--- src/rtl/pnv_pkg.sv ---
// Shared types, constants and a helper function for the pixel stream to NV21 converter.
`default_nettype none

package pnv_pkg;

	localparam int MAX_WIDTH  = 2048;
	localparam int MAX_HEIGHT = 2048;

	localparam int DIM_W  = 12;
	localparam int COL_W  = 11;
	localparam int OFF_W  = 23;
	localparam int PAIR_W = 22;
	localparam int BYTE_W = 8;
	localparam int ADDR_W = 4;
	localparam int APB_W  = 32;

	// Register indexes on the configuration port.
	localparam logic [1:0] REG_WIDTH  = 2'd0;
	localparam logic [1:0] REG_HEIGHT = 2'd1;
	localparam logic [1:0] REG_FORMAT = 2'd2;

	typedef enum logic [1:0] {
		FMT_GRAY = 2'd0,
		FMT_RGB  = 2'd1,
		FMT_NV21 = 2'd2,
		FMT_NV12 = 2'd3
	} fmt_t;

	// Reset values of the registers and of the derived frame sizes.
	localparam logic [DIM_W-1:0]  RST_WIDTH  = 12'd640;
	localparam logic [DIM_W-1:0]  RST_HEIGHT = 12'd480;
	localparam fmt_t              RST_FMT    = FMT_RGB;
	localparam int                RST_FS_INT = 640 * 480;
	localparam logic [OFF_W-1:0]  RST_FS     = OFF_W'(RST_FS_INT);
	localparam logic [PAIR_W-1:0] RST_TOTAL  = PAIR_W'((RST_FS_INT / 4) * 3);

	// Number of bytes one word produces.
	localparam logic [1:0] CNT_ONE   = 2'd1;
	localparam logic [1:0] CNT_TWO   = 2'd2;
	localparam logic [1:0] CNT_THREE = 2'd3;

	// Position of the byte being sent within one word's set.
	localparam logic [1:0] SEL_FIRST  = 2'd0;
	localparam logic [1:0] SEL_SECOND = 2'd1;

	typedef struct packed {
		logic [DIM_W-1:0]  width;
		logic [DIM_W-1:0]  height;
		logic [OFF_W-1:0]  luma_size;
		logic [PAIR_W-1:0] pair_total;
		fmt_t              fmt;
	} pnv_cfg_t;

	typedef struct packed {
		logic              pair_mode;
		logic              gray;
		logic              swap;
		logic              chroma;
		logic              last_frame;
		logic [BYTE_W-1:0] a;
		logic [BYTE_W-1:0] b;
		logic [BYTE_W-1:0] c;
		logic [OFF_W-1:0]  y_off;
		logic [OFF_W-1:0]  vu_off;
	} pnv_item_t;

	typedef struct packed {
		logic [1:0]        count;
		logic              last_frame;
		logic [OFF_W-1:0]  off0;
		logic [OFF_W-1:0]  off1;
		logic [BYTE_W-1:0] d0;
		logic [BYTE_W-1:0] d1;
		logic [BYTE_W-1:0] d2;
	} pnv_set_t;

	// Clear bit 0 and clamp the dimension to [2, maxv].
	function automatic logic [DIM_W-1:0] eff_dim(input logic [DIM_W-1:0] raw,
		input logic [DIM_W-1:0] maxv);
		logic [DIM_W-1:0] v;
		v = raw & 12'hFFE;
		if (v > maxv) begin
			v = maxv;
		end
		if (v < 12'd2) begin
			v = 12'd2;
		end
		return v;
	endfunction

endpackage

`default_nettype wire

--- src/rtl/pnv_stream_if.sv ---
// Handshake interfaces for the source word channel and the NV21 byte channel.
`default_nettype none

interface pnv_pix_if import pnv_pkg::*; ();
	logic              valid;
	logic              ready;
	logic [BYTE_W-1:0] first_byte;
	logic [BYTE_W-1:0] second_byte;
	logic [BYTE_W-1:0] third_byte;

	modport source (output valid, output first_byte, output second_byte,
		output third_byte, input ready);
	modport sink (input valid, input first_byte, input second_byte,
		input third_byte, output ready);
endinterface

interface pnv_nv_if import pnv_pkg::*; ();
	logic              valid;
	logic              ready;
	logic [OFF_W-1:0]  byte_offset;
	logic [BYTE_W-1:0] out_data;
	logic              last_of_item;
	logic              last_of_frame;

	modport source (output valid, output byte_offset, output out_data,
		output last_of_item, output last_of_frame, input ready);
	modport sink (input valid, input byte_offset, input out_data,
		input last_of_item, input last_of_frame, output ready);
endinterface

`default_nettype wire

--- src/rtl/pnv_cfg.sv ---
// Configuration registers, effective frame sizes and the settle window after a write.
`default_nettype none

module pnv_cfg import pnv_pkg::*; (
	input  wire logic              clk,
	input  wire logic              arst_n,
	input  wire logic              psel,
	input  wire logic              penable,
	input  wire logic              pwrite,
	input  wire logic [ADDR_W-1:0] paddr,
	input  wire logic [APB_W-1:0]  pwdata,
	output logic      [APB_W-1:0]  prdata,
	output logic                   pready,
	output pnv_cfg_t               cfg,
	output logic                   clear,
	output logic                   busy
);

	localparam logic [1:0] SETTLE_CYCLES = 2'd2;

	logic [DIM_W-1:0]  width_raw_q;
	logic [DIM_W-1:0]  height_raw_q;
	fmt_t              fmt_q;
	logic [DIM_W-1:0]  width_q;
	logic [DIM_W-1:0]  height_q;
	logic [OFF_W-1:0]  fs_q;
	logic [PAIR_W-1:0] total_q;
	logic [1:0]        settle_q;
	logic [1:0]        idx;
	logic              wr;
	logic [2*DIM_W-1:0] fs_full;
	logic [OFF_W-1:0]  total_full;

	assign pready = 1'b1;
	assign idx    = paddr[3:2];
	assign wr     = psel & penable & pwrite & pready;
	assign clear  = wr & ((idx == REG_WIDTH) || (idx == REG_HEIGHT) || (idx == REG_FORMAT));
	assign busy   = (settle_q != 2'd0);

	// Frame size is one register behind the dimensions, the pair count one more.
	assign fs_full    = width_q * height_q;
	assign total_full = {2'b00, fs_q[OFF_W-1:2]} + {1'b0, fs_q[OFF_W-1:2], 1'b0};

	always_ff @(posedge clk or negedge arst_n) begin
		if (!arst_n) begin
			width_raw_q  <= RST_WIDTH;
			height_raw_q <= RST_HEIGHT;
			fmt_q        <= RST_FMT;
			width_q      <= RST_WIDTH;
			height_q     <= RST_HEIGHT;
			fs_q         <= RST_FS;
			total_q      <= RST_TOTAL;
			settle_q     <= 2'd0;
		end else begin
			fs_q    <= fs_full[OFF_W-1:0];
			total_q <= total_full[PAIR_W-1:0];
			if (wr) begin
				unique case (idx)
					REG_WIDTH: begin
						width_raw_q <= pwdata[DIM_W-1:0];
						width_q     <= eff_dim(pwdata[DIM_W-1:0], DIM_W'(MAX_WIDTH));
					end
					REG_HEIGHT: begin
						height_raw_q <= pwdata[DIM_W-1:0];
						height_q     <= eff_dim(pwdata[DIM_W-1:0], DIM_W'(MAX_HEIGHT));
					end
					REG_FORMAT: begin
						fmt_q <= fmt_t'(pwdata[1:0]);
					end
					default: begin
					end
				endcase
			end
			if (clear) begin
				settle_q <= SETTLE_CYCLES;
			end else if (settle_q != 2'd0) begin
				settle_q <= settle_q - 2'd1;
			end
		end
	end

	always_comb begin
		unique case (idx)
			REG_WIDTH:  prdata = {{(APB_W-DIM_W){1'b0}}, width_raw_q};
			REG_HEIGHT: prdata = {{(APB_W-DIM_W){1'b0}}, height_raw_q};
			REG_FORMAT: prdata = {{(APB_W-2){1'b0}}, fmt_q};
			default:    prdata = '0;
		endcase
	end

	assign cfg.width      = width_q;
	assign cfg.height     = height_q;
	assign cfg.luma_size  = fs_q;
	assign cfg.pair_total = total_q;
	assign cfg.fmt        = fmt_q;

endmodule

`default_nettype wire

--- src/rtl/pnv_addr.sv ---
// Raster position counters and the NV21 offsets of the word being accepted.
`default_nettype none

module pnv_addr import pnv_pkg::*; (
	input  wire logic              clk,
	input  wire logic              arst_n,
	input  wire pnv_cfg_t          cfg,
	input  wire logic              clear,
	input  wire logic              accept,
	input  wire logic [BYTE_W-1:0] first_byte,
	input  wire logic [BYTE_W-1:0] second_byte,
	input  wire logic [BYTE_W-1:0] third_byte,
	output pnv_item_t              item
);

	logic [COL_W-1:0]  col_q;
	logic [COL_W-1:0]  row_q;
	logic [OFF_W-1:0]  y_off_q;
	logic [PAIR_W-1:0] crow_q;
	logic [PAIR_W-1:0] pair_q;
	logic              pixel_mode;
	logic              col_end;
	logic              row_end;
	logic              pair_end;
	logic [OFF_W-1:0]  pair_off;

	assign pixel_mode = (cfg.fmt == FMT_GRAY) || (cfg.fmt == FMT_RGB);
	assign col_end    = (({1'b0, col_q} + 12'd1) == cfg.width);
	assign row_end    = (({1'b0, row_q} + 12'd1) == cfg.height);
	assign pair_end   = (pair_q == (cfg.pair_total - 22'd1));
	assign pair_off   = {pair_q, 1'b0};

	always_comb begin
		item.pair_mode  = ~pixel_mode;
		item.gray       = (cfg.fmt == FMT_GRAY);
		item.swap       = (cfg.fmt == FMT_NV12) && (pair_off >= cfg.luma_size);
		item.chroma     = ~row_q[0] & ~col_q[0];
		item.last_frame = pixel_mode ? (col_end & row_end) : pair_end;
		item.a          = first_byte;
		item.b          = second_byte;
		item.c          = third_byte;
		item.y_off      = pixel_mode ? y_off_q : pair_off;
		item.vu_off     = cfg.luma_size + {1'b0, crow_q} + {{(OFF_W-COL_W){1'b0}}, col_q};
	end

	always_ff @(posedge clk or negedge arst_n) begin
		if (!arst_n) begin
			col_q   <= '0;
			row_q   <= '0;
			y_off_q <= '0;
			crow_q  <= '0;
			pair_q  <= '0;
		end else if (clear) begin
			col_q   <= '0;
			row_q   <= '0;
			y_off_q <= '0;
			crow_q  <= '0;
			pair_q  <= '0;
		end else if (accept) begin
			if (pixel_mode) begin
				if (col_end) begin
					col_q <= '0;
					if (row_end) begin
						row_q   <= '0;
						y_off_q <= '0;
						crow_q  <= '0;
					end else begin
						row_q   <= row_q + 11'd1;
						y_off_q <= y_off_q + 23'd1;
						// The chroma row advances when an odd row finishes.
						if (row_q[0]) begin
							crow_q <= crow_q + {{(PAIR_W-DIM_W){1'b0}}, cfg.width};
						end
					end
				end else begin
					col_q   <= col_q + 11'd1;
					y_off_q <= y_off_q + 23'd1;
				end
			end else begin
				pair_q <= pair_end ? '0 : pair_q + 22'd1;
			end
		end
	end

	a_col_in_frame: assert property (@(posedge clk) disable iff (!arst_n)
		({1'b0, col_q} < cfg.width))
		else $error("column counter beyond frame width");
	a_row_in_frame: assert property (@(posedge clk) disable iff (!arst_n)
		({1'b0, row_q} < cfg.height))
		else $error("row counter beyond frame height");

endmodule

`default_nettype wire

--- src/rtl/pnv_color.sv ---
// BT.601 color conversion and assembly of the byte set that one word produces.
`default_nettype none

module pnv_color import pnv_pkg::*; (
	input  wire pnv_item_t item,
	output pnv_set_t       set
);

	logic [15:0]       y_sum;
	logic [15:0]       u_sum;
	logic [15:0]       v_sum;
	logic [BYTE_W-1:0] y_val;
	logic [BYTE_W-1:0] u_val;
	logic [BYTE_W-1:0] v_val;
	logic [15:0]       r16;
	logic [15:0]       g16;
	logic [15:0]       b16;

	assign r16 = {8'b0, item.a};
	assign g16 = {8'b0, item.b};
	assign b16 = {8'b0, item.c};

	// Sums wrap modulo 2^16; bits 15:8 give the floor shift modulo 256.
	assign y_sum = 16'd66 * r16 + 16'd129 * g16 + 16'd25 * b16 + 16'd128;
	assign u_sum = 16'd112 * b16 + 16'd128 - 16'd38 * r16 - 16'd74 * g16;
	assign v_sum = 16'd112 * r16 + 16'd128 - 16'd94 * g16 - 16'd18 * b16;

	always_comb begin
		if (item.gray) begin
			y_val = item.a;
			u_val = 8'd128;
			v_val = 8'd128;
		end else begin
			y_val = y_sum[15:8] + 8'd16;
			u_val = u_sum[15:8] + 8'd128;
			v_val = v_sum[15:8] + 8'd128;
		end

		set.last_frame = item.last_frame;
		set.off0       = item.y_off;
		if (item.pair_mode) begin
			set.count = CNT_TWO;
			set.off1  = item.y_off + 23'd1;
			set.d0    = item.swap ? item.b : item.a;
			set.d1    = item.swap ? item.a : item.b;
			set.d2    = '0;
		end else begin
			set.count = item.chroma ? CNT_THREE : CNT_ONE;
			set.off1  = item.vu_off;
			set.d0    = y_val;
			set.d1    = v_val;
			set.d2    = u_val;
		end
	end

endmodule

`default_nettype wire

--- src/rtl/pnv_serial.sv ---
// Result register holding one word's byte set and the output register that sends it.
`default_nettype none

module pnv_serial import pnv_pkg::*; (
	input  wire logic     clk,
	input  wire logic     arst_n,
	input  wire logic     in_valid,
	input  wire pnv_set_t set,
	output logic          take,
	pnv_nv_if.source      nv
);

	pnv_set_t          set_s2;
	logic              valid_s2;
	logic [1:0]        idx_q;
	logic              out_valid_q;
	logic [OFF_W-1:0]  off_q;
	logic [BYTE_W-1:0] data_q;
	logic              loi_q;
	logic              lof_q;
	logic              out_free;
	logic              load;
	logic              last_pick;
	logic              s2_free;
	logic [OFF_W-1:0]  pick_off;
	logic [BYTE_W-1:0] pick_data;

	assign out_free  = ~out_valid_q | nv.ready;
	assign load      = valid_s2 & out_free;
	assign last_pick = (idx_q == (set_s2.count - 2'd1));
	assign s2_free   = ~valid_s2 | (load & last_pick);
	assign take      = in_valid & s2_free;

	always_comb begin
		case (idx_q)
			SEL_FIRST: begin
				pick_off  = set_s2.off0;
				pick_data = set_s2.d0;
			end
			SEL_SECOND: begin
				pick_off  = set_s2.off1;
				pick_data = set_s2.d1;
			end
			default: begin
				pick_off  = set_s2.off1 + 23'd1;
				pick_data = set_s2.d2;
			end
		endcase
	end

	always_ff @(posedge clk or negedge arst_n) begin
		if (!arst_n) begin
			valid_s2    <= 1'b0;
			idx_q       <= SEL_FIRST;
			out_valid_q <= 1'b0;
		end else begin
			if (take) begin
				valid_s2 <= 1'b1;
				idx_q    <= SEL_FIRST;
			end else if (load & last_pick) begin
				valid_s2 <= 1'b0;
			end else if (load) begin
				idx_q <= idx_q + 2'd1;
			end
			if (load) begin
				out_valid_q <= 1'b1;
			end else if (nv.ready) begin
				out_valid_q <= 1'b0;
			end
		end
	end

	always_ff @(posedge clk) begin
		if (take) begin
			set_s2 <= set;
		end
		if (load) begin
			off_q  <= pick_off;
			data_q <= pick_data;
			loi_q  <= last_pick;
			lof_q  <= last_pick & set_s2.last_frame;
		end
	end

	assign nv.valid         = out_valid_q;
	assign nv.byte_offset   = off_q;
	assign nv.out_data      = data_q;
	assign nv.last_of_item  = loi_q;
	assign nv.last_of_frame = lof_q;

	a_idx_in_set: assert property (@(posedge clk) disable iff (!arst_n)
		valid_s2 |-> (idx_q < set_s2.count))
		else $error("byte select beyond the size of the held set");
	a_frame_end_ends_word: assert property (@(posedge clk) disable iff (!arst_n)
		(nv.valid && nv.last_of_frame) |-> nv.last_of_item)
		else $error("frame end flagged on a byte that does not end its word");

endmodule

`default_nettype wire

--- src/rtl/pixel_stream_to_nv21_top.sv ---
// Top level of the pixel stream to NV21 converter.
`default_nettype none

// Converts a raster-ordered source stream into NV21 bytes, each tagged with its
// offset in the NV21 buffer (Y plane of width*height bytes, then the interleaved
// VU plane). In gray and rgb modes every input word is one pixel: it gives its Y
// byte, and on even rows and even columns also the V and then the U byte of its
// 2x2 block: in rgb mode by the BT.601 integer formulas with 8-bit wrap, in gray
// mode Y is the first byte and V and U are 128. In nv21 and nv12 modes a word is
// a byte pair passed through, with chroma pairs swapped in nv12 mode. Width and
// height have bit 0 cleared and are clamped to [2, 2048]. Any write to a defined
// register restarts the frame. A word is accepted every cycle as long as result
// bytes drain; the output carries one byte per cycle while ready. A pixel with
// chroma gives three bytes, any other pixel one and a pair two. Throughput is
// set by the single-byte output register, not by the conversion logic. An
// accepted word moves through the input, result and output registers. After a
// register write the input is held off while the frame size and the pair count
// of the new geometry are recomputed in registers.
module pixel_stream_to_nv21_top import pnv_pkg::*; (
	input  wire logic              clk,
	input  wire logic              arst_n,
	input  wire logic              psel,
	input  wire logic              penable,
	input  wire logic              pwrite,
	input  wire logic [ADDR_W-1:0] paddr,
	input  wire logic [APB_W-1:0]  pwdata,
	output logic      [APB_W-1:0]  prdata,
	output logic                   pready,
	pnv_pix_if.sink                pix,
	pnv_nv_if.source               nv
);

	pnv_cfg_t  cfg;
	pnv_item_t item;
	pnv_item_t item_s1;
	pnv_set_t  set;
	logic      clear;
	logic      busy;
	logic      accept;
	logic      valid_s1;
	logic      take;

	// Registers, derived frame sizes and the hold-off after a write.
	pnv_cfg u_cfg (
		.clk     (clk),
		.arst_n  (arst_n),
		.psel    (psel),
		.penable (penable),
		.pwrite  (pwrite),
		.paddr   (paddr),
		.pwdata  (pwdata),
		.prdata  (prdata),
		.pready  (pready),
		.cfg     (cfg),
		.clear   (clear),
		.busy    (busy)
	);

	// Unless busy, the input stage is free when empty or its word moves this cycle.
	assign pix.ready = ~busy & (~valid_s1 | take);
	assign accept    = pix.valid & pix.ready;

	// Position counters tag the incoming word with its offsets and frame flags.
	pnv_addr u_addr (
		.clk         (clk),
		.arst_n      (arst_n),
		.cfg         (cfg),
		.clear       (clear),
		.accept      (accept),
		.first_byte  (pix.first_byte),
		.second_byte (pix.second_byte),
		.third_byte  (pix.third_byte),
		.item        (item)
	);

	// Input register: the accepted word with its position already resolved.
	always_ff @(posedge clk or negedge arst_n) begin
		if (!arst_n) begin
			valid_s1 <= 1'b0;
		end else if (accept) begin
			valid_s1 <= 1'b1;
		end else if (take) begin
			valid_s1 <= 1'b0;
		end
	end

	always_ff @(posedge clk) begin
		if (accept) begin
			item_s1 <= item;
		end
	end

	// Color math between the input register and the result register.
	pnv_color u_color (
		.item (item_s1),
		.set  (set)
	);

	// Result register and the byte-wide output register.
	pnv_serial u_serial (
		.clk      (clk),
		.arst_n   (arst_n),
		.in_valid (valid_s1),
		.set      (set),
		.take     (take),
		.nv       (nv)
	);

endmodule

`default_nettype wire
--- src/flat_wrapper.sv ---
// flat-port wrapper written by rule: the top's interface ports become plain ports
module pixel_stream_to_nv21_top_flat import pnv_pkg::*;
  (clk, arst_n, psel, penable, pwrite, paddr, pwdata, prdata, pready, pix_valid, pix_first_byte, pix_second_byte, pix_third_byte, pix_ready, nv_valid, nv_byte_offset, nv_out_data, nv_last_of_item, nv_last_of_frame, nv_ready);
  pnv_pix_if pix_i ();
  pnv_nv_if nv_i ();
  input  wire logic clk;
  input  wire logic arst_n;
  input  wire logic psel;
  input  wire logic penable;
  input  wire logic pwrite;
  input  wire logic [ADDR_W-1:0] paddr;
  input  wire logic [APB_W-1:0] pwdata;
  output logic      [APB_W-1:0] prdata;
  output logic pready;
  input wire logic [$bits(pix_i.valid)-1:0] pix_valid;
  input wire logic [$bits(pix_i.first_byte)-1:0] pix_first_byte;
  input wire logic [$bits(pix_i.second_byte)-1:0] pix_second_byte;
  input wire logic [$bits(pix_i.third_byte)-1:0] pix_third_byte;
  output wire logic [$bits(pix_i.ready)-1:0] pix_ready;
  output wire logic [$bits(nv_i.valid)-1:0] nv_valid;
  output wire logic [$bits(nv_i.byte_offset)-1:0] nv_byte_offset;
  output wire logic [$bits(nv_i.out_data)-1:0] nv_out_data;
  output wire logic [$bits(nv_i.last_of_item)-1:0] nv_last_of_item;
  output wire logic [$bits(nv_i.last_of_frame)-1:0] nv_last_of_frame;
  input wire logic [$bits(nv_i.ready)-1:0] nv_ready;
  assign pix_i.valid = pix_valid;
  assign pix_i.first_byte = pix_first_byte;
  assign pix_i.second_byte = pix_second_byte;
  assign pix_i.third_byte = pix_third_byte;
  assign pix_ready = pix_i.ready;
  assign nv_valid = nv_i.valid;
  assign nv_byte_offset = nv_i.byte_offset;
  assign nv_out_data = nv_i.out_data;
  assign nv_last_of_item = nv_i.last_of_item;
  assign nv_last_of_frame = nv_i.last_of_frame;
  assign nv_i.ready = nv_ready;
  pixel_stream_to_nv21_top u_core (.clk(clk), .arst_n(arst_n), .psel(psel), .penable(penable), .pwrite(pwrite), .paddr(paddr), .pwdata(pwdata), .prdata(prdata), .pready(pready), .pix(pix_i), .nv(nv_i));
endmodule
--- config.mk ---
export PLATFORM = sky130hd
export DESIGN_NAME = pixel_stream_to_nv21_top_flat
export DESIGN_NICKNAME = d
export VERILOG_FILES = /design/src/rtl/pnv_pkg.sv /design/src/rtl/pnv_stream_if.sv /design/src/rtl/pnv_cfg.sv /design/src/rtl/pnv_addr.sv /design/src/rtl/pnv_color.sv /design/src/rtl/pnv_serial.sv /design/src/rtl/pixel_stream_to_nv21_top.sv /design/src/flat_wrapper.sv
export SDC_FILE = /design/constraint.sdc
export NUM_CORES = 2
export LEC_CHECK = 0
export BUFFER_PORTS_ARGS = -buffer_cell sky130_fd_sc_hd__buf_2
export CAP_MARGIN = 20
export CORE_ASPECT_RATIO = 1.5
export CORE_MARGIN = 2
export CORE_UTILIZATION = 50
export DETAILED_ROUTE_END_ITERATION = 16
export PLACE_DENSITY_LB_ADDON = 0.12
export RECOVER_POWER = 50
export SLEW_MARGIN = 40
export SYNTH_ARGS = -nofsm -noshare
export SYNTH_HDL_FRONTEND = slang
export SYNTH_SLANG_ARGS = --single-unit
--- constraint.sdc ---
create_clock -name clk -period 9 [get_ports clk]
set_input_delay 1.35 -clock clk [delete_from_list [all_inputs] [get_ports clk]]
set_output_delay 1.35 -clock clk [all_outputs]
set_load 0.03 [all_outputs]
Yosys cells after proc, flatten, opt, wreduce, memory -nomap -nowiden
Cells that the tools add are included.
- register bits after elaboration: 372
- input port bits: 67
- output and inout port bits: 68
- word-level logic and storage cells: 194
- $add $sub $neg: 28
- multiply operators: 10
- magnitude comparators: 4
- eq/ne operators: 11
- mux-type cells: 54
- bitwise logic cells: 21
- reductions and logical operators: 26
- operators with widths (operator ; number):
    22-bit 2-to-1 mux ; 10
    23-bit 2-to-1 mux ; 6
    11-bit 2-to-1 mux ; 9
    12-bit 2-to-1 mux ; 7
    23-bit by 1-bit adder with 23-bit output (second input constant) ; 3
    47-bit 2-to-1 mux ; 1
    23-bit one-hot mux with 2 select lines ; 1
    6-bit by 8-bit multiplier with 14-bit output (first input constant) ; 3
    8-bit 2-to-1 mux ; 5
    12-bit one-hot mux with 3 select lines ; 1
    15-bit by 8-bit adder with 16-bit output (second input constant) ; 2
    16-bit by 15-bit subtractor with 16-bit output ; 2
    5-bit by 8-bit multiplier with 13-bit output (first input constant) ; 2
    11-bit by 1-bit adder with 12-bit output (second input constant) ; 2
    12-bit == test ; 2
    12-bit by 2-bit < comparator with 1-bit output (second input constant) ; 2
    23-bit by 11-bit adder with 23-bit output ; 1
    23-bit by 22-bit adder with 23-bit output ; 1
    23-bit greater-or-equal comparator ; 1
    12-bit by 12-bit multiplier with 23-bit output ; 1
    11-bit by 1-bit adder with 11-bit output (second input constant) ; 2
    21-bit by 22-bit adder with 22-bit output ; 1
    22-bit by 1-bit adder with 22-bit output (second input constant) ; 1
    22-bit by 12-bit adder with 22-bit output ; 1
    other kinds (34) ; 87

Logic depth before layout (Yosys ltp)
- depth after elaboration: 11
- gate-level depth with buffers: 27
- mapped depth without buffers: 27

By module
Synthesis repeated with hierarchy kept, for this count alone.
- cell total of the unflattened synthesis: 3372
- area, all modules: 32895.3 um2
- modules (own cells, without submodules) (module ; times used ; cells each ; area an instance (um2) ; seq. area each (um2)):
    pnv_addr ; 1 ; 1107 ; 9198.8 ; 2227.1
    pnv_cfg ; 1 ; 904 ; 8624.5 ; 2353.5
    pnv_color ; 1 ; 963 ; 8234.1 ; 0.0
    pnv_serial ; 1 ; 317 ; 4526.8 ; 3283.1
    pixel_stream_to_nv21_top ; 1 ; 81 ; 2311.0 ; 2277.2

Worst setup path before layout
OpenSTA, ideal clock, no wires.
- path kind: input port to flip-flop
- start: input port nv_ready
- end: register u_core.u_addr.pair_q[4]
- setup time: 0.127 ns
- arrival time: 6.263 ns
- required time: 8.873 ns
- path slack: 2.609 ns
- cell stages on the path: 5
- path buffers: 0
- cells stage by stage: nand2b_1 -> a211oi_1 -> nor2_1 -> a21oi_1 -> a221o_1
- cells in the longest elaborated chain, start to end: 10
- ends and longest elaborated chain (what ; RTL line ; RTL):
    from (decl) ; flat_wrapper.sv:25 ; input wire logic [$bits(nv_i.ready)-1:0] nv_ready;
    1-bit bitwise OR ; pnv_serial.sv:28 ; assign out_free = ~out_valid_q | nv.ready;
    1-bit bitwise AND ; pnv_serial.sv:29 ; assign load = valid_s2 & out_free;
    1-bit bitwise AND ; pnv_serial.sv:31 ; assign s2_free = ~valid_s2 | (load & last_pick);
    1-bit bitwise OR ; pnv_serial.sv:31 ;
    1-bit bitwise AND ; pnv_serial.sv:32 ; assign take = in_valid & s2_free;
    1-bit bitwise OR ; pixel_stream_to_nv21_top.sv:60 ; assign pix.ready = ~busy & (~valid_s1 | take);
    1-bit bitwise AND ; pixel_stream_to_nv21_top.sv:60 ;
    1-bit bitwise AND ; pixel_stream_to_nv21_top.sv:61 ; assign accept = pix.valid & pix.ready;
    net u_core.accept ; pixel_stream_to_nv21_top.sv:39 ; logic accept;
    2-bit nonzero test (no source line) ; n/a ;
    2-bit AND reduction (no source line) ; n/a ;
    to (signal assigned) ; pnv_addr.sv:80 ; pair_q <= pair_end ? '0 : pair_q + 22'd1;
    to (decl) ; pnv_addr.sv:20 ; logic [PAIR_W-1:0] pair_q;
The timed path passes the listed nets, and every way through them passes these cells.
A chain may end at the register's enable or synchronous reset.

==> Implementation_results.wiki <==
{| class="wikitable"
! Metric !! Value
|-
| Outcome || complete, but fails checks
|-
| Violated checks || capacitance limit, slew limit
|-
| Detailed-router iteration count before antenna repair || 5
|-
| Iteration-0 DRC count of the detailed router || 1179
|-
| Register bit total from synthesis || 367
|-
| Setup repair after global routing missed its margin || no
|-
| Total gr overflow || 0
|-
| Detailed-route wire length per cell || 18.84 um
|-
| Vertical die dimension || 310.1 um
|-
| Total die area || 0.06452 mm2
|-
| FFs w/ async S/R, synth || 50.68%
|-
| Max H-tree Level || 2
|-
| Input/output buffers || 91
|-
| Number of post-CTS setup repair buffers || 0
|-
| Worst hold path cell count || 0
|-
| Startpoint-to-endpoint class of the critical path || reg2reg
|-
| RD Place Congestion || 0.9002
|-
| Most used cells in the layout excluding fill and tap cells || 383 x sky130_fd_sc_hd__ha_1, 355 x sky130_fd_sc_hd__inv_1, 265 x sky130_fd_sc_hd__nand2_1
|-
| CP max FO || 8
|-
| Main area contributors after synthesis || sky130_fd_sc_hd__edfxtp_1 17%, sky130_fd_sc_hd__ha_1 15%, sky130_fd_sc_hd__dfrtp_1 13%
|-
| Count of cells along the worst register-to-register path || 25
|-
| Number of inserted filler cells in the final layout || 5611
|-
| Total wirelength of the detailed-routed design || 76600 um
|-
| Worst Path Required || 9240 ps
|-
| Arrival time of data at the critical path endpoint || 7390 ps
|-
| Quantity of gates resized following cts || 0
|-
| Max-slew headroom at the worst pin || -330.2%
|-
| CP bufs+invs || 4
|-
| Wire length of the first global-routing pass || 123800 um
|-
| Number of buffers inserted for hold repair after clock tree synthesis || 0
|-
| Largest net degree at the start of global routing || 114
|-
| Library cell contributing the largest single delay on the critical path || sky130_fd_sc_hd__edfxtp_1
|-
| Number of nets in the layout || 3865
|-
| Final standard cell utilization of the core || 54.54%
|-
| Detailed placer's ending HPWL || 60420 um
|-
| Initial antenna violation count || 0
|-
| Buffer cell driving the clock tree root || sky130_fd_sc_hd__clkbuf_16
|-
| Final total negative setup slack || 0 ps
|-
| Type of element capturing the critical path || flop
|-
| Total track usage || 24.14%
|-
| Antenna diode count || 0
|-
| Hold path endpoint || u_core.u_serial.set_s2[70]
|-
| Critical Path Start Type || flop
|-
| Sequential share of the synthesized area || 32.39%
|-
| Type of the tightest min-delay check || reg2reg
|-
| Critical R2R Capture || u_core.u_serial.set_s2[15]
|-
| Final Hold Fails || 0
|-
| Internal reg-to-reg setup slack || 1850 ps
|-
| Cell area after placement || 0.03247 mm2
|-
| Clock tree from TritonCTS || built
|-
| Maximum cell stage delay along the critical path || 750 ps
|-
| Achievable frequency || 139.8 MHz
|-
| Summed area of non-filler cells in the final layout || 0.03378 mm2
|-
| Number of top-level pins || 135
|-
| Minimum clock period || 7151 ps
|-
| Number of sinks driven by the clock tree || 367
|-
| Worst Max-Slew Pin Slew || 6454 ps
|-
| Horizontal die dimension || 208.1 um
|-
| Max-cap violations || 5
|-
| Maximum root-to-sink buffer count || 3
|-
| Final critical-path setup slack || 1849 ps
|-
| Post-route DRC || 0
|-
| Number of buffers created by CTS || 40
|-
| Leading register cell type out of synthesis || sky130_fd_sc_hd__edfxtp_1
|-
| Final number of setup-violating endpoints || 0
|-
| Yosys top cell area share || 17.40%
|-
| Yosys warning count || 0
|-
| Number of global-route vias before repair || 23760
|-
| Proportion of layout cells with a drive suffix above 1 || 8.173%
|-
| Final count of pins violating max slew || 291
|-
| Skew final || 17.62 ps
|-
| Layout-stage area growth over the synthesis result || 8.164%
|-
| Remaining antenna violation count after routing || 0
|-
| Leading cell type in the layout, fill and taps excluded || sky130_fd_sc_hd__ha_1
|-
| Startpoint of the lowest-slack register-to-register path || u_core.item_s1[57]
|-
| Number of unique standard cell types used by synthesis || 76
|-
| Number of vias per cell || 5.654
|-
| Worst-path clk slew || 60 ps
|-
| Category of cells accounting for the largest share of critical-path delay || adder cells
|-
| Initial core utilization || 50.42%
|-
| Post-synthesis area per instance || 9.831 um2
|-
| Count of flip-flops with a built-in enable after synthesis || 181
|-
| Critical hold path startpoint || u_core.item_s1[70]
|-
| Pre-CTS setup slack || 1902 ps
|-
| Final clock period utilization by the worst path || 79.46%
|-
| Core Area || 0.06194 mm2
|-
| Via count || 22980
|-
| Instance count of the mapped netlist || 3177
|-
| Clk Latency, worst-skew pair || 590 ps
|-
| Number of core rows || 112
|-
| Synthesized cell area || 0.03123 mm2
|-
| Cell accounting for the most synthesized area || sky130_fd_sc_hd__edfxtp_1
|}
==> logic make-up after synthesis <==
| family | synth area share [%] |
|---|---|
| DFF | 32.39 |
| adders and majority gates | 26.82 |
| AOI/OAI and AO/OA | 11.24 |
| xor gates and xnor gates | 6.338 |
| other | 0.02405 |
| buffers and inverters | 6.037 |
| muxes | 2.969 |
| and+or+nand+nor | 14.19 |
==> cell usage after synthesis, types with 13 or more instances <==
master and number:
sky130_fd_sc_hd__edfxtp_1 181, sky130_fd_sc_hd__nand3_1 79, sky130_fd_sc_hd__a211oi_1 16, sky130_fd_sc_hd__o21ai_0 143, sky130_fd_sc_hd__and3_1 36, sky130_fd_sc_hd__xnor2_1 158, sky130_fd_sc_hd__buf_4 22, sky130_fd_sc_hd__o21a_1 24
sky130_fd_sc_hd__nor2_1 202, sky130_fd_sc_hd__o21bai_1 31, sky130_fd_sc_hd__o31ai_1 16, sky130_fd_sc_hd__a21o_1 42, sky130_fd_sc_hd__a22oi_1 20, sky130_fd_sc_hd__or3_1 21, sky130_fd_sc_hd__nand2b_1 35, sky130_fd_sc_hd__nor3_1 65
sky130_fd_sc_hd__inv_1 355, sky130_fd_sc_hd__xor2_1 68, sky130_fd_sc_hd__dfrtp_1 165, sky130_fd_sc_hd__ha_1 383, sky130_fd_sc_hd__mux2_2 51, sky130_fd_sc_hd__and2_1 69, sky130_fd_sc_hd__a31oi_1 21, sky130_fd_sc_hd__mux2i_1 33
sky130_fd_sc_hd__and4_1 16, sky130_fd_sc_hd__dfstp_2 21, sky130_fd_sc_hd__nand2_1 265, sky130_fd_sc_hd__fa_1 179, sky130_fd_sc_hd__nand4_1 18, sky130_fd_sc_hd__nor2b_1 19, sky130_fd_sc_hd__nor4_1 22, sky130_fd_sc_hd__a21oi_1 153
sky130_fd_sc_hd__or2_2 13, sky130_fd_sc_hd__clkbuf_1 79, sky130_fd_sc_hd__nor3b_1 16
==> metrics by stage <==
stage / cells / hold WS [ps]
after global routing: 4065 / 429.2
after global placement: 3990 / 414.2
after CTS: 4065 / 426.6
after detailed placement: 3992 / 411.6
after floorplan: 3197 / 400.3
final: 4065 / 425.5
==> final cells by class <==
cell class	instances	area, um2	share of cell area (%)
inverters	355	1333	3.944
repair buffers	114	621.8	1.841
well taps	798	998.5	2.956
flip-flops and latches	367	10120	29.94
multi-input cells	2358	19380	57.36
clock buffers	51	1104	3.267
clock inverters	22	232.7	0.6889
==> routing by layer <==
layer	GRT usage, %	vias to the layer above	wire length [um]
met5	0	-	0
met3	2.553	187	2437
met4	12.60	0	4356
met2	46.22	516	41090
li1	-	11050	-
met1	26.12	11230	28710
==> worst max path at each step <==
stage / cells after the start / slack (ps) / to / from
floorplan: 5 / 2610 / u_core.u_addr.pair_q[4] / nv_ready
global placement: 25 / 1950 / u_core.u_serial.set_s2[15] / u_core.item_s1[57]
detailed placement: 25 / 1900 / u_core.u_serial.set_s2[15] / u_core.item_s1[56]
CTS: 25 / 1880 / u_core.u_serial.set_s2[15] / u_core.item_s1[56]
global route: 1 / 970 / u_core.u_addr.crow_q[16] / arst_n
finish: 25 / 1850 / u_core.u_serial.set_s2[15] / u_core.item_s1[57]
==> sequential cells by signal, summed over array words and instances (netlist names) <==
| name | cells |
|---|---|
| u_core.u_cfg.total_q | 22 |
| u_core.u_cfg.width_raw_q | 12 |
| u_core.u_cfg.fs_q | 21 |
| u_core.u_addr.col_q | 11 |
| u_core.u_serial.set_s2 | 73 |
| u_core.item_s1 | 75 |
| u_core.u_cfg.width_q | 11 |
| u_core.u_serial.nv.byte_offset | 23 |
| u_core.u_serial.idx_q | 2 |
| u_core.u_serial.valid_s2 | 1 |
| u_core.u_addr.crow_q | 21 |
| u_core.u_serial.nv.out_data | 8 |
| u_core.u_cfg.height_q | 11 |
| u_core.u_addr.pair_q | 22 |
| u_core.u_cfg.fmt_q | 2 |
| u_core.u_serial.nv.last_of_item | 1 |
| u_core.u_cfg.height_raw_q | 12 |
| u_core.u_serial.nv.valid | 1 |
| u_core.u_addr.row_q | 11 |
| u_core.valid_s1 | 1 |
| u_core.u_cfg.settle_q | 2 |
| u_core.u_addr.y_off_q | 23 |
| u_core.u_serial.nv.last_of_frame | 1 |
==> worst register-to-register path, delay by kind of cell (launching register included) <==
kind | cells | cell delay, ps
adder cells (fa/ha/maj) | 7 | 3070
AO/OA/AOI/OAI | 10 | 1830
flip-flops | 1 | 750
AND/OR/NAND/NOR | 3 | 580
buffers and inverters | 4 | 410
XOR/XNOR | 1 | 170
Power is not shown: default switching activity piles up to over one toggle a cycle in this logic, so the estimate is an artifact.
